===== src/hw/rtl/dntl_pkg.sv =====
// dntl_pkg: constants and character helpers for the device name text lookup.
// Used by device_name_text_lookup_unit; no dependencies.
`timescale 1ns / 1ps

package dntl_pkg;

  // Name buffer size; at most NAME_CAPACITY-1 characters are emitted.
  localparam int NAME_CAPACITY = 64;
  localparam int CNT_W         = $clog2(NAME_CAPACITY);

  // Configuration register indexes.
  localparam logic REG_VENDOR_ID = 1'b0;
  localparam logic REG_DEVICE_ID = 1'b1;

  localparam logic [7:0] CHAR_NL  = 8'h0a;
  localparam logic [7:0] CHAR_TAB = 8'h09;

  // Lowercase hex character of digit idx (0 = most significant) of id.
  function automatic logic [7:0] hex_char(input logic [15:0] id, input logic [1:0] idx);
    logic [3:0] nib;
    begin
      unique case (idx)
        2'd0: nib = id[15:12];
        2'd1: nib = id[11:8];
        2'd2: nib = id[7:4];
        default: nib = id[3:0];
      endcase
      if (nib < 4'd10) begin
        hex_char = 8'h30 + {4'h0, nib};
      end else begin
        hex_char = 8'h57 + {4'h0, nib};
      end
    end
  endfunction

  function automatic logic is_space(input logic [7:0] c);
    is_space = (c == 8'h20) || (c >= 8'h09 && c <= 8'h0d);
  endfunction

  // Hex digit of either case; marks the start of the next vendor block.
  function automatic logic is_hex(input logic [7:0] c);
    is_hex = (c >= 8'h30 && c <= 8'h39) || (c >= 8'h61 && c <= 8'h66) ||
             (c >= 8'h41 && c <= 8'h46);
  endfunction

endpackage


===== src/hw/rtl/device_name_text_lookup_unit.sv =====
// Device name lookup over a streamed ID-database text file.
// Output: a not-found item is presented the cycle after the deciding byte; the first
// name character is shown once the line end has started emission and it has been
// read from the name store; the rest follow one per cycle while m_tready stays high.
// Throughput: one text byte per cycle; input stalls while the name store is read
// out (one read port), and while an output item is untaken.
// Reset: synchronous; lookup state and counters clear, the name store is not cleared.
// Depends on dntl_pkg.
`timescale 1ns / 1ps

module device_name_text_lookup_unit (
  input  logic        clk,
  input  logic        rst,
  // configuration write channel
  input  logic        cfg_valid,
  output logic        cfg_ready,
  input  logic        cfg_index,
  input  logic [15:0] cfg_data,
  // text input
  input  logic        s_tvalid,
  output logic        s_tready,
  input  logic [7:0]  s_tdata,   // [7:0] text_byte
  input  logic        s_tuser,   // [0] first_of_file
  input  logic        s_tlast,   // end_of_file
  // name output
  output logic        m_tvalid,
  input  logic        m_tready,
  output logic [7:0]  m_tdata,   // [7:0] name_char
  output logic        m_tuser,   // [0] name_found
  output logic        m_tlast    // name_last
);

  localparam int CW = dntl_pkg::CNT_W;
  localparam logic [CW-1:0] MAX_CNT = CW'(dntl_pkg::NAME_CAPACITY - 1);

  localparam logic [2:0] PH_SEEK        = 3'd0;
  localparam logic [2:0] PH_SKIP_VENDOR = 3'd1;
  localparam logic [2:0] PH_LINE        = 3'd2;
  localparam logic [2:0] PH_SKIP_LINE   = 3'd3;
  localparam logic [2:0] PH_COLLECT     = 3'd4;
  localparam logic [2:0] PH_DONE        = 3'd5;
  localparam logic [2:0] PH_EMIT        = 3'd6;

  logic [15:0]   vendor_id;
  logic [15:0]   device_id;
  logic [2:0]    phase;
  logic [2:0]    match_pos;
  logic [CW-1:0] stored_count;
  logic [CW-1:0] trimmed_count;
  logic [CW-1:0] emit_pos;

  logic [7:0]    name_store [0:dntl_pkg::NAME_CAPACITY-1];
  logic [7:0]    rd_char;
  logic          out_valid;
  logic          out_found;
  logic          out_last;

  logic [2:0]    ph;
  logic [2:0]    mp;
  logic [CW-1:0] st;
  logic [CW-1:0] tr;
  logic [2:0]    phase_next;
  logic [2:0]    match_pos_next;
  logic [CW-1:0] stored_count_next;
  logic [CW-1:0] trimmed_count_next;
  logic          store_we;
  logic          not_found;
  logic          name_end;
  logic          start_emit;
  logic          s_accept;
  logic          emit_go;
  logic          emit_final;

  assign cfg_ready = 1'b1;

  always_ff @(posedge clk) begin
    if (rst) begin
      vendor_id <= '0;
      device_id <= '0;
    end else if (cfg_valid) begin
      unique case (cfg_index)
        dntl_pkg::REG_VENDOR_ID: vendor_id <= cfg_data;
        dntl_pkg::REG_DEVICE_ID: device_id <= cfg_data;
        default: ;
      endcase
    end
  end

  assign s_tready   = (phase != PH_EMIT) && (!out_valid || m_tready);
  assign s_accept   = s_tvalid && s_tready;
  assign emit_go    = (phase == PH_EMIT) && (!out_valid || m_tready);
  assign emit_final = ({1'b0, emit_pos} + 1'b1) == {1'b0, trimmed_count};

  always_comb begin
    ph = s_tuser ? PH_SEEK : phase;
    mp = s_tuser ? 3'd0 : match_pos;
    st = s_tuser ? '0 : stored_count;
    tr = s_tuser ? '0 : trimmed_count;
    phase_next         = ph;
    match_pos_next     = mp;
    stored_count_next  = st;
    trimmed_count_next = tr;
    store_we   = 1'b0;
    not_found  = 1'b0;
    name_end   = 1'b0;
    start_emit = 1'b0;

    unique case (ph)
      PH_SEEK: begin
        if (s_tdata == dntl_pkg::CHAR_NL) begin
          match_pos_next = 3'd1;
        end else if (mp >= 3'd1 && mp <= 3'd4 &&
                     s_tdata == dntl_pkg::hex_char(vendor_id, 2'(mp - 3'd1))) begin
          if (mp == 3'd4) begin
            phase_next     = PH_SKIP_VENDOR;
            match_pos_next = 3'd0;
          end else begin
            match_pos_next = mp + 3'd1;
          end
        end else begin
          match_pos_next = 3'd0;
        end
      end
      PH_SKIP_VENDOR, PH_SKIP_LINE: begin
        if (s_tdata == dntl_pkg::CHAR_NL) begin
          phase_next     = PH_LINE;
          match_pos_next = 3'd1;
        end
      end
      PH_LINE: begin
        if (mp <= 3'd1) begin
          priority if (s_tdata == dntl_pkg::CHAR_TAB) begin
            match_pos_next = 3'd2;
          end else if (s_tdata == dntl_pkg::CHAR_NL) begin
            match_pos_next = 3'd1;
          end else if (dntl_pkg::is_hex(s_tdata)) begin
            // next vendor block reached
            not_found = 1'b1;
          end else begin
            phase_next = PH_SKIP_LINE;
          end
        end else if (s_tdata == dntl_pkg::hex_char(device_id, 2'(mp - 3'd2))) begin
          if (mp >= 3'd5) begin
            phase_next         = PH_COLLECT;
            stored_count_next  = '0;
            trimmed_count_next = '0;
            match_pos_next     = 3'd0;
          end else begin
            match_pos_next = mp + 3'd1;
          end
        end else if (s_tdata == dntl_pkg::CHAR_NL) begin
          match_pos_next = 3'd1;
        end else begin
          phase_next = PH_SKIP_LINE;
        end
      end
      PH_COLLECT: begin
        if (s_tdata == dntl_pkg::CHAR_NL) begin
          name_end       = 1'b1;
          match_pos_next = 3'd0;
        end else if (!(st == '0 && dntl_pkg::is_space(s_tdata))) begin
          // counts saturate at the buffer limit; only the kept prefix matters
          if (st != MAX_CNT) begin
            store_we          = 1'b1;
            stored_count_next = st + 1'b1;
          end
          if (!dntl_pkg::is_space(s_tdata)) begin
            trimmed_count_next = stored_count_next;
          end
        end
      end
      default: phase_next = PH_DONE;
    endcase

    if (s_tlast && !not_found && !name_end && phase_next != PH_DONE) begin
      if (phase_next == PH_COLLECT) begin
        name_end = 1'b1;
      end else begin
        not_found = 1'b1;
      end
    end
    if (name_end) begin
      if (trimmed_count_next == '0) begin
        not_found = 1'b1;
      end else begin
        start_emit = 1'b1;
      end
    end
    if (not_found) begin
      phase_next = PH_DONE;
    end else if (start_emit) begin
      phase_next = PH_EMIT;
    end
  end

  always_ff @(posedge clk) begin
    if (rst) begin
      phase         <= PH_SEEK;
      match_pos     <= 3'd0;
      stored_count  <= '0;
      trimmed_count <= '0;
      emit_pos      <= '0;
    end else if (s_accept) begin
      phase         <= phase_next;
      match_pos     <= match_pos_next;
      stored_count  <= stored_count_next;
      trimmed_count <= trimmed_count_next;
      emit_pos      <= '0;
    end else if (emit_go) begin
      emit_pos <= emit_pos + 1'b1;
      if (emit_final) begin
        phase <= PH_DONE;
      end
    end
  end

  // Writes happen only while collecting and reads only while emitting with the
  // input stalled, so the two ports never touch the same entry in one cycle.
  always_ff @(posedge clk) begin
    if (s_accept && store_we) begin
      name_store[st] <= s_tdata;
    end
  end

  always_ff @(posedge clk) begin
    if (emit_go) begin
      rd_char <= name_store[emit_pos];
    end
  end

  always_ff @(posedge clk) begin
    if (rst) begin
      out_valid <= 1'b0;
      out_found <= 1'b0;
      out_last  <= 1'b0;
    end else if (emit_go) begin
      out_valid <= 1'b1;
      out_found <= 1'b1;
      out_last  <= emit_final;
    end else if (s_accept && not_found) begin
      out_valid <= 1'b1;
      out_found <= 1'b0;
      out_last  <= 1'b1;
    end else if (m_tready) begin
      out_valid <= 1'b0;
    end
  end

  assign m_tvalid = out_valid;
  assign m_tdata  = out_found ? rd_char : 8'h00;
  assign m_tuser  = out_found;
  assign m_tlast  = out_last;

`ifndef SYNTHESIS
  a_trim_within_stored: assert property (@(posedge clk) disable iff (rst)
    trimmed_count <= stored_count)
    else $error("trimmed count exceeds stored count");

  a_emit_in_range: assert property (@(posedge clk) disable iff (rst)
    (phase == PH_EMIT) |-> (emit_pos < trimmed_count))
    else $error("emit position beyond name length");

  a_last_ends_emit: assert property (@(posedge clk) disable iff (rst)
    (m_tvalid && m_tlast) |-> (phase != PH_EMIT))
    else $error("final item shown while still emitting");

  a_name_follows_emit: assert property (@(posedge clk) disable iff (rst)
    (m_tvalid && m_tuser && !$past(m_tvalid)) |-> ($past(phase) == PH_EMIT))
    else $error("name character without emission");
`endif

endmodule

===== config.mk =====
export PLATFORM = sky130hd
export DESIGN_NAME = device_name_text_lookup_unit
export DESIGN_NICKNAME = d
export VERILOG_FILES = /design/src/hw/rtl/dntl_pkg.sv /design/src/hw/rtl/device_name_text_lookup_unit.sv
export SDC_FILE = /design/constraint.sdc
export NUM_CORES = 1
export LEC_CHECK = 0
export BUFFER_PORTS_ARGS = -buffer_cell sky130_fd_sc_hd__buf_4
export CORE_MARGIN = 5
export CORE_UTILIZATION = 50
export DETAILED_ROUTE_END_ITERATION = 8
export PLACE_DENSITY = 0.71
export SYNTH_ARGS = -nofsm -noshare
export SYNTH_HDL_FRONTEND = slang
export SYNTH_SLANG_ARGS = --single-unit
export TNS_END_PERCENT = 10

===== constraint.sdc =====
create_clock -name clk -period 4.2 [get_ports clk]
set_input_delay 0.84 -clock clk [delete_from_list [all_inputs] [get_ports clk]]
set_output_delay 0.84 -clock clk [all_outputs]
set_load 0.03 [all_outputs]

Yosys cells after proc, flatten, opt, wreduce, memory -nomap -nowiden

Memory sizes are Yosys's and may differ from the RTL's. A register that Yosys moved wholly into a read port is not among the register bits.
Index checks and enable logic that the tools add are counted.

Logic and storage cells: 178
Memory bits (writable): 512
Memories kept: 1
Flip-flop bits (word level): 59
Output and inout port bits: 13
Input bits: 32

Memories:

| name       | depth | bits a word | rd ports | clocked after Yosys merged registers in | wr ports | line                               | source |
|---|---|---|---|---|---|---|---|
| name_store | 64    | 8           | 1        | 1                                       | 1        | device_name_text_lookup_unit.sv:52 | `logic [7:0] name_store [0:dntl_pkg::NAME_CAPACITY-1];` |

Eq/ne operators: 20
Add/subtract/negate cells: 10
Bitwise operators: 1
Reduce and logical (&&, ||, !) cells: 36
Mux-type cells: 86
$lt $le $gt $ge: 14

Operators with widths:

| kind                                                                                 | number |
|---|---|
| 6-bit two-way mux                                                                    | 14 |
| 3-bit two-way mux                                                                    | 27 |
| 8-bit two-way mux                                                                    | 7 |
| 1-bit two-way mux                                                                    | 28 |
| 3-bit one-hot mux with 4 select lines                                                | 2 |
| 4-bit one-hot mux with 3 select lines                                                | 2 |
| 6-bit one-hot mux with 2 select lines                                                | 2 |
| 7-bit by 4-bit adder with 8-bit output (first input constant)                        | 2 |
| 8-bit by 4-bit == test with 1-bit output (second input constant)                     | 2 |
| 8-bit == test                                                                        | 2 |
| 8-bit by 7-bit greater-or-equal comparator with 1-bit output (second input constant) | 2 |
| 8-bit by 7-bit less-or-equal comparator with 1-bit output (second input constant)    | 2 |
| 4-bit two-way mux                                                                    | 4 |
| 1-bit logical AND                                                                    | 15 |
| 6-bit by 4-bit adder with 7-bit output (first input constant)                        | 2 |
| 6-bit by 1-bit adder with 6-bit output (second input constant)                       | 2 |
| 3-bit == test (second input constant)                                                | 4 |
| 6-bit logical NOT                                                                    | 2 |
| 8-bit by 6-bit == test with 1-bit output (second input constant)                     | 1 |
| 8-bit by 4-bit greater-or-equal comparator with 1-bit output (second input constant) | 1 |
| 8-bit by 6-bit greater-or-equal comparator with 1-bit output (second input constant) | 1 |
| 8-bit by 4-bit less-or-equal comparator with 1-bit output (second input constant)    | 1 |
| 8-bit by 6-bit less-or-equal comparator with 1-bit output (second input constant)    | 1 |
| 4-bit < comparator (second input constant)                                           | 2 |
| 24 further kinds                                                                     | 39 |

Depth between registers and ports, before layout

Gate-level depths: netlist of run 1.

Depth after elaboration: 23
Gate-level depth with buffers: 17

Least setup slack after synthesis of run 1

Ideal clock, no wire load.

Path type: input to register
Start: input port s_tuser
End: register match_pos[1]
Data required time: 4.126 ns
Slack: 0.067 ns
Cell stages on the path: 16
Path buffers: 1
Arrival time: 4.059 ns
Cell sequence: clkbuf_1 > nor2b_1 > inv_1 > ha_1 > a222oi_1 > a21oi_1 > inv_1 > ha_1 > a211oi_1 > o21ai_0 > xor2_1 > nor4_4 > nand2_2 > or3_1 > a311o_1 > a31oi_1

Word-level cells in the longest chain between the ends: 15

RTL lines:

| what                                                                 | line                                | source |
|---|---|---|
| from (decl)                                                          | device_name_text_lookup_unit.sv:23  | `input logic s_tuser,` |
| 3-bit two-way mux                                                    | device_name_text_lookup_unit.sv:96  | `mp = s_tuser ? 3'd0 : match_pos;` |
| 2-bit by 1-bit subtractor with 2-bit output                          | device_name_text_lookup_unit.sv:113 | `s_tdata == dntl_pkg::hex_char(vendor_id, 2'(mp - 3'd1))) begin` |
| 2-bit == test, or another cell as far along                          | dntl_pkg.sv:22                      | `unique case (idx)` |
| 4-bit one-hot mux with 3 select lines                                | dntl_pkg.sv:22                      |  |
| 4-bit two-way mux                                                    | device_name_text_lookup_unit.sv:110 | `if (s_tdata == dntl_pkg::CHAR_NL) begin` |
| 4-bit two-way mux                                                    | device_name_text_lookup_unit.sv:108 | `unique case (ph)` |
| 7-bit by 4-bit adder with 8-bit output, or another cell as far along | dntl_pkg.sv:31                      | `hex_char = 8'h57 + {4'h0, nib};` |
| 8-bit two-way mux                                                    | dntl_pkg.sv:28                      | `if (nib < 4'd10) begin` |
| 8-bit two-way mux                                                    | device_name_text_lookup_unit.sv:110 |  |
| 8-bit two-way mux                                                    | device_name_text_lookup_unit.sv:108 |  |
| 8-bit == test                                                        | device_name_text_lookup_unit.sv:113 |  |
| 1-bit logical AND                                                    | device_name_text_lookup_unit.sv:112 | `end else if (mp >= 3'd1 && mp <= 3'd4 &&` |
| 3-bit two-way mux                                                    | device_name_text_lookup_unit.sv:112 |  |
| 3-bit two-way mux                                                    | device_name_text_lookup_unit.sv:110 |  |
| 3-bit one-hot mux with 4 select lines *                              | device_name_text_lookup_unit.sv:108 |  |
| to (signal assigned)                                                 | device_name_text_lookup_unit.sv:205 | `match_pos <= match_pos_next;` |
| to (decl)                                                            | device_name_text_lookup_unit.sv:47  | `logic [2:0] match_pos;` |

Mark *: on every way between the ends. The rest lies on a longest branch, timed or not. The select of a mux whose other input is x is not followed.
A chain may end at the register's enable or synchronous reset.

Final worst setup path of run 1

Start: register match_pos[1]
End: register match_pos[1]

Word-level cells in the longest chain between the ends: 15

RTL lines:

| what                                                                 | line |
|---|---|
| 3-bit two-way mux *                                                  | device_name_text_lookup_unit.sv:96 |
| 2-bit by 1-bit subtractor with 2-bit output                          | device_name_text_lookup_unit.sv:113 |
| 2-bit == test, or another cell as far along                          | dntl_pkg.sv:22 |
| 4-bit one-hot mux with 3 select lines                                | dntl_pkg.sv:22 |
| 4-bit two-way mux                                                    | device_name_text_lookup_unit.sv:110 |
| 4-bit two-way mux                                                    | device_name_text_lookup_unit.sv:108 |
| 7-bit by 4-bit adder with 8-bit output, or another cell as far along | dntl_pkg.sv:31 |
| 8-bit two-way mux                                                    | dntl_pkg.sv:28 |
| 8-bit two-way mux                                                    | device_name_text_lookup_unit.sv:110 |
| 8-bit two-way mux                                                    | device_name_text_lookup_unit.sv:108 |
| 8-bit == test                                                        | device_name_text_lookup_unit.sv:113 |
| 1-bit logical AND                                                    | device_name_text_lookup_unit.sv:112 |
| 3-bit two-way mux                                                    | device_name_text_lookup_unit.sv:112 |
| 3-bit two-way mux                                                    | device_name_text_lookup_unit.sv:110 |
| 3-bit one-hot mux with 4 select lines *                              | device_name_text_lookup_unit.sv:108 |

Marked as above.

==> impl_results.md, run 1 <==
* Synth warnings at 0
* Setup Viol. Count Final at 0
* Clock Sinks at a little under 600
* Gr ovfl total at 0
* Post-Synthesis Cells at 1350
* Crit path launch type: flop
* Clock buffer depth at 3
* Antenna viol nets, final at 0
* Critical path required time at approximately 4.8 ns
* Post-synth EDFFs at 520
* Largest net degree at the start of global routing at between 70 and 80
* DR DRC count at 0
* Critical Path AT at 4.23 ns
* Rows at 80
* Yosys cell types at 70
* GP Congestion at 0.8346
* Reg2reg setup slack at between 0.5 and 0.6 ns
* Worst Skew at 0.02340 ns
* Most common cell after layout, fill and taps aside: edfxtp_1
* Place WS at -0.001403 ns
* TritonCTS Buffers at 56
* Fmax achieved at ~0.27 GHz
* Seq/Total Area, Yosys at 0.7058
* Internal power at about 9.4 mW
* Clk root buf: clkbuf_16
* Post-DP HPWL at around 34000 µm
* Worst reg-to-reg path cell count at 15
* CP Capture Type: flop
* Initial antenna violation count at 1
* Die H at 228.2 µm
* Combinational share of power at 0.031
* Final min period at 3.686 ns
* Clk pwr share at 0.432
* H-tree depth at 2
* RSZ-0062 raised after global routing: no
* Worst Tran Pin Value at ~1.3 ns
* Hold endpoint: vendor_id[8]
* Post-synth ARST share at 0
* CP Class: reg2reg
* Ant diodes at 0
* Vias after detailed routing at 12.83k
* Flop pwr share at 0.536
* Worst path max stage delay at 0.40 ns
* First-pass GRT wire length at 81100 µm
* DR iter-0 viols at about 1.4k
* Synthesis-stage register bit count at just under 600
* Clock Latency Late Sink at 0.62 ns
* Worst-path clk slew at ~0.07 ns
* GRT Total Usage at 0.2039
* Post-synth top flop: edfxtp_1
* Leakage power at 8.586 nW
* CTS hold repair buffers at 0
* Status: completed
* Final nets at about 1.5k
* Avg WL per Cell at 24.97 µm
* Max Slew Vio Count at 0
* Slowest CP cell: a222oi_1
* RR Endpoint: match_pos[1]
* First drt pass iteration count at 6
* Hold Crit Depth at 2
* Vias in the first global route at approximately 13k
* Psw at 2.404 mW
* Max Cap Violations at 0
* Setup Buffers After CTS at 0
* Worst Slack Setup Final at 0.5138 ns
* Pwr/cell area at 430.6 nW/µm²
* Final TNS setup at 0 ns
* Share of cells above drive strength 1 at 0.2753
* FF/Latch Area at around 17000 µm²
* Routed WL at 53370 µm
* Starting Density at 0.5016
* Fillers at 3524
* Ports at between 40 and 50
* P&R area growth vs syn at 14.83%
* Max VDD drop at 0.3498 mV
* Most frequent cells in the layout: edfxtp_1 (520), mux4_2 (168), buf_4 (142), nand2_1 (97), nor2_1 (97)
* Syn Area/Cell at 17.63 µm²
* DR vias/cell at 6.002
* Worst path cell trace: nor2b_1 > inv_1 > ha_1 > a222oi_1 > a21oi_1 > inv_1 > ha_1 > a211oi_1 > o21ai_0 > xor2_1 > nor4_4 > nand2_2 > or3_1 > a311o_1 > a31oi_1
* Syn_nets at ~1.4k
* PortBufs at 43
* Die width at roughly 230 µm
* Multi-input logic area at 6620 µm²
* Post-cts resize count at 0
* Hold_sp: vendor_id[8]
* Die area at 52060 µm²
* Hold/Removal Path Class: reg2reg
* Reg2Reg Launch Point: match_pos[1]
* Sw Ratio at 0.2043
* Hold Fails Final Rpt at 0
* Slew Limit Headroom at 0.1505
* CTS tree: built
* Final worst-path cycle share at 0.8777
* Synthesized area at 23800 µm²
* CP max FO at 7
* Core area at 47450 µm²
-- critical path, delay by kind of cell (launching register included) --
family          cells  cell delay (ns)
compound gates      6             1.29
xor+xnor            1             0.13
fa+ha+maj           2             0.47
buf+inv             2             0.22
flops               1             0.39
simple gates        4             1.09
-- layout make-up --
type	instances	share of cell area
Clock buffer	73	0.05481
Clock inverter	32	0.01342
Inverter	16	0.002198
Multi-Input combinational cell	673	0.2423
Sequential cell	579	0.6150
Tap cell	615	0.02816
Timing Repair Buffer	149	0.04414
-- layer usage --
metal | GRT usage | up-vias | routed length [µm]
met5 | 0 | - | 0
met4 | 0.05351 | 0 | 1317
met3 | 0.04825 | 88 | 4337
met2 | 0.3348 | 499 | 26260
met1 | 0.2795 | 6566 | 21460
li1 | - | 5674 | -
-- state kept, by name, indices dropped and copies added (netlist names) --
signal,count
m_tlast,1
phase,3
trimmed_count,6
name_store,512
vendor_id,16
device_id,16
m_tuser,1
rd_char,8
stored_count,6
emit_pos,6
match_pos,3
m_tvalid,1
-- cells by family after synthesis --
| family | Yosys count | synth area share |
|---|---|---|
| compound gates | 152 | 0.04043 |
| xor+xnor | 20 | 0.007361 |
| fa+ha+maj | 10 | 0.005258 |
| buf+inv | 98 | 0.01598 |
| flops | 579 | 0.7058 |
| mux | 175 | 0.1620 |
| other cells | 1 | 0.0001576 |
| simple gates | 315 | 0.06294 |
-- metrics by stage --
step	instances	power, mW	instance area (µm²)	hold WS, ns	utilization
floorplan	1350	6.610	23800	0.4357	-
global placement	2032	6.787	25460	0.4459	0.5367
detailed placement	2032	6.803	25460	0.4510	0.5367
CTS	2137	11.86	27330	0.4498	0.5759
global route	2137	12.13	27330	0.4733	0.5759
finish	2137	11.77	27330	0.4586	0.5759
-- worst max path at each step --
stage / depth (start not counted) / end / slack, ns / startpoint
global route: 15 / match_pos[2] / 0.14 / match_pos[1]
floorplan: 16 / match_pos[1] / 0.07 / s_tuser
CTS: 15 / match_pos[1] / 0.56 / match_pos[1]
global placement: 15 / match_pos[1] / 0.11 / s_tuser
detailed placement: 15 / phase[0] / -0.001 / s_tuser
finish: 15 / match_pos[1] / 0.51 / match_pos[1]
-- power groups by stage --
stage / clock [mW] / sequential [mW] / combinational, mW
6_report: 5.09 / 6.31 / 0.369
5_1_grt: 5.42 / 6.31 / 0.401
4_1_cts: 5.18 / 6.31 / 0.370
3_5_place_dp: 0 / 6.43 / 0.368
3_3_place_gp: 0 / 6.43 / 0.354
2_1_floorplan: 0 / 6.43 / 0.182
-- cells in the mapped netlist (4+ instances only) --
cell type	count	area, µm²
a211oi_1	8	60.06
a21oi_1	63	315.3
a222oi_1	6	60.06
a22oi_1	7	52.55
a31oi_1	6	37.54
and2_1	13	81.33
and3_1	6	37.54
buf_1	17	63.81
clkbuf_1	62	232.7
dfxtp_1	59	1181
edfxtp_1	520	15610
ha_1	10	125.1
inv_1	15	56.30
mux2i_1	5	50.05
mux4_2	168	3784
nand2_1	97	364.1
nand3_1	16	80.08
nand3b_1	6	45.04
nand4_1	5	31.28
nand4b_1	5	43.79
nor2_1	97	364.1
nor2b_1	19	118.9
nor3_1	23	115.1
o21a_1	5	37.54
o21ai_0	23	115.1
o31ai_1	4	30.03
or3_1	7	43.79
or4_1	4	30.03
xnor2_1	12	105.1
xor2_1	8	70.07
No activity file was read; power rests on OpenSTA's default activity.
==> inputs of run 2 (changes only) <==
==> constraint.sdc (replaced) <==
create_clock -name clk -period 3.35 [get_ports clk]
set_input_delay 0.67 -clock clk [delete_from_list [all_inputs] [get_ports clk]]
set_output_delay 0.67 -clock clk [all_outputs]
set_load 0.03 [all_outputs]
==> run 2 against run 1 <==
Against the previous run: the flow now finishes with violations (negative setup slack); clock power increased by 20%; combinational power is 46% higher; core utilization rose by 1.5 points; setup slack worse by 0.64 ns; power up 24%; count of clock-buffer cells in the layout down 3; global-route usage rose by 1.1 points; worst hold slack lost 0.13 ns.
==> impl_results.md, run 2 (synthesis results as in run 1) <==
* Critical Path AT at 3.99 ns (-0.24 ns)
* CP Class: reg2reg
* PortBufs at 43 (unchanged)
* Die H at 228.2 µm (unchanged)
* H-tree depth at 2 (unchanged)
* Largest regs: name_store x512, device_id x16, vendor_id x16
* CTS tree: built
* Fillers at 3444 (-2.3%)
* FF/Latch Area at 16810 µm² (about the same)
* Post-DP HPWL at 36180 µm (+6.3%)
* Starting Density at 0.5016 (unchanged)
* Fmax achieved at 0.2878 GHz (+6.1%)
* GRT Total Usage at 0.2147 (+0.01084)
* Antenna viol nets, final at 0 (unchanged)
* Clock Sinks at 579 (unchanged)
* Clk pwr share at 0.420 (-0.012)
* Routed WL at 56560 µm (+6.0%)
* Combinational share of power at 0.037 (+0.006)
* Ports at 45 (unchanged)
* Crit path launch type: flop
* Worst-path clk slew at 0.06 ns (about the same)
* Max Cap Violations at 0 (unchanged)
* Pwr Total at 14.58 mW (+24%)
* Initial antenna violation count at 1 (unchanged)
* Gr ovfl total at 0 (unchanged)
* Flop pwr share at 0.543 (+0.007)
* Most common cell after layout, fill and taps aside: edfxtp_1
* Slew Limit Headroom at 0.2822 (+0.1317)
* Worst Slack Setup Final at -0.1252 ns (-0.6390 ns)
* Vias after detailed routing at 13.36k (+4.2%)
* Reg with most FFs: name_store
* Hold/Removal Path Class: in2reg
* CP Capture Type: flop
* Most frequent cells in the layout: edfxtp_1 (520), buf_4 (202), mux4_2 (168), nand2_1 (96), nor2_1 (89)
* Max Slew Vio Count at 0 (unchanged)
* Leakage power at 8.938 nW (+4.1%)
* First-pass GRT wire length at 85920 µm (+5.9%)
* Place WS at -0.6019 ns (-0.6005 ns)
* Max VDD drop at 0.3714 mV (+6.2%)
* DR vias/cell at 6.062 (+1.0%)
* DR DRC count at 0 (unchanged)
* Final nets at 1585 (+4.5%)
* Multi-input logic area at 6808 µm² (+2.8%)
* DR iter-0 viols at 1355 (-3.3%)
* Final TNS setup at -0.2962 ns (-0.2962 ns)
* Die area at 52060 µm² (unchanged)
* Final worst-path cycle share at 1.037 (+0.1597)
* GP Congestion at 0.8783 (+5.2%)
* Vias in the first global route at 13.59k (+4.2%)
* Status: finished, violations left
* Psw at 3.047 mW (+27%)
* CP max FO at 5 (-2)
* P&R area growth vs syn at 17.81%
* Avg WL per Cell at 25.66 µm (+2.8%)
* Sw Ratio at 0.2090 (+0.004689)
* Setup Viol. Count Final at 7 (+7)
* Worst Tran Pin Value at 1.074 ns (-0.1951 ns)
* First drt pass iteration count at 5 (-1)
* TritonCTS Buffers at 57 (+1.8%)
* Critical path required time at 3.86 ns (-0.89 ns)
* Hold Fails Final Rpt at 0 (unchanged)
* RSZ-0062 raised after global routing: yes
* Die width at 228.2 µm (unchanged)
* Clock buffer depth at 3 (unchanged)
* Share of cells above drive strength 1 at 0.3266 (+0.05132)
* Core area at 47450 µm² (unchanged)
* Worst Skew at 0.01928 ns (-0.004119 ns)
* Violated checks: negative setup slack
* Pwr/cell area at 519.9 nW/µm² (+21%)
* Max reg flops at 512 (unchanged)
* Final min period at 3.475 ns (-0.2110 ns)
* Internal power at 11.53 mW (+23%)
* Largest net degree at the start of global routing at 66 (-9.6%)
* Rows at 80 (unchanged)
* Clock Latency Late Sink at 0.60 ns (-0.02 ns)
* Ant diodes at 0 (unchanged)
* Post-layout util at 0.5909 (+0.01493)
* Clk root buf: clkbuf_16
run 2: changes by cell type in the layout (fill, tap and decap cells not counted), sizes merged:
| cell | previous run | this run |
|---|---|---|
| inv | 17 | 18 |
| clkbuf | 73 | 70 |
| bufinv | 7 | 3 |
| buf | 149 | 216 |
| clkinv | 21 | 28 |
| clkinvlp | 3 | 2 |
run 2: area by class of cell:
type,instances,share of cell area
sequential,579,0.5996
timing repair buffer,216,0.06347
clock buffer,70,0.05409
inverter,16,0.002410
clock inverter,35,0.01018
tap,615,0.02745
multi-input combinational,673,0.2428
run 2: routing by layer:
layer	up-vias	wire length, µm	track usage
met3	84	4207	0.03780
met4	2	1079	0.04368
met5	-	13	0
met2	541	28640	0.3612
li1	5807	-	-
met1	6927	22620	0.3013
run 2: per-stage QoR:
step           cell area, µm²  hold slack (ns)  cells
2_1_floorplan           23900           0.4357   1350
3_3_place_gp            26040           0.4434   2090
3_5_place_dp            26040           0.4550   2090
4_1_cts                 27940           0.3040   2200
5_1_grt                 28030           0.3101   2204
6_report                28030           0.3311   2204
run 2: worst paths after layout:
| check | from | endpoint | slack, ns | cells past startpoint |
|---|---|---|---|---|
| worst max-delay path | match_pos[1] | phase[0] | -0.13 | 14 |
| worst min-delay path | cfg_data[14] | device_id[14] | 0.33 | 3 |
| worst max register to register | match_pos[1] | phase[0] | -0.13 | 14 |
| worst min register to register | vendor_id[13] | vendor_id[13] | 0.46 | 2 |
run 2: timing repair:
action,CTS,global route
hold buffers,0,0
gates cloned,0,0
gates resized for setup,14,16
setup buffers,5,4
setup endpoints to repair,14,21
endpoints found under the hold margin,0,0
pin swaps,7,14
run 2: critical path, cell delays in order, from the launching register on:
cell and delay (ns):
dfxtp_2 0.36, nor2b_4 0.21, inv_4 0.07, ha_4 0.18, a222oi_1 0.27, buf_4 0.19
a21oi_4 0.07, buf_6 0.13, or2_4 0.23, a32o_2 0.29, nor4_4 0.39, nand4_1 0.20
a211o_1 0.35, and3_4 0.20, a311oi_2 0.25
run 2: power by group through the flow:
stage / clock network [mW] / registers [mW] / logic (mW)
after global routing: 6.56 / 7.91 / 0.578
after detailed placement: 0 / 8.07 / 0.504
after global placement: 0 / 8.07 / 0.483
after floorplan: 0 / 8.06 / 0.239
final: 6.12 / 7.91 / 0.537
after CTS: 6.22 / 7.91 / 0.517
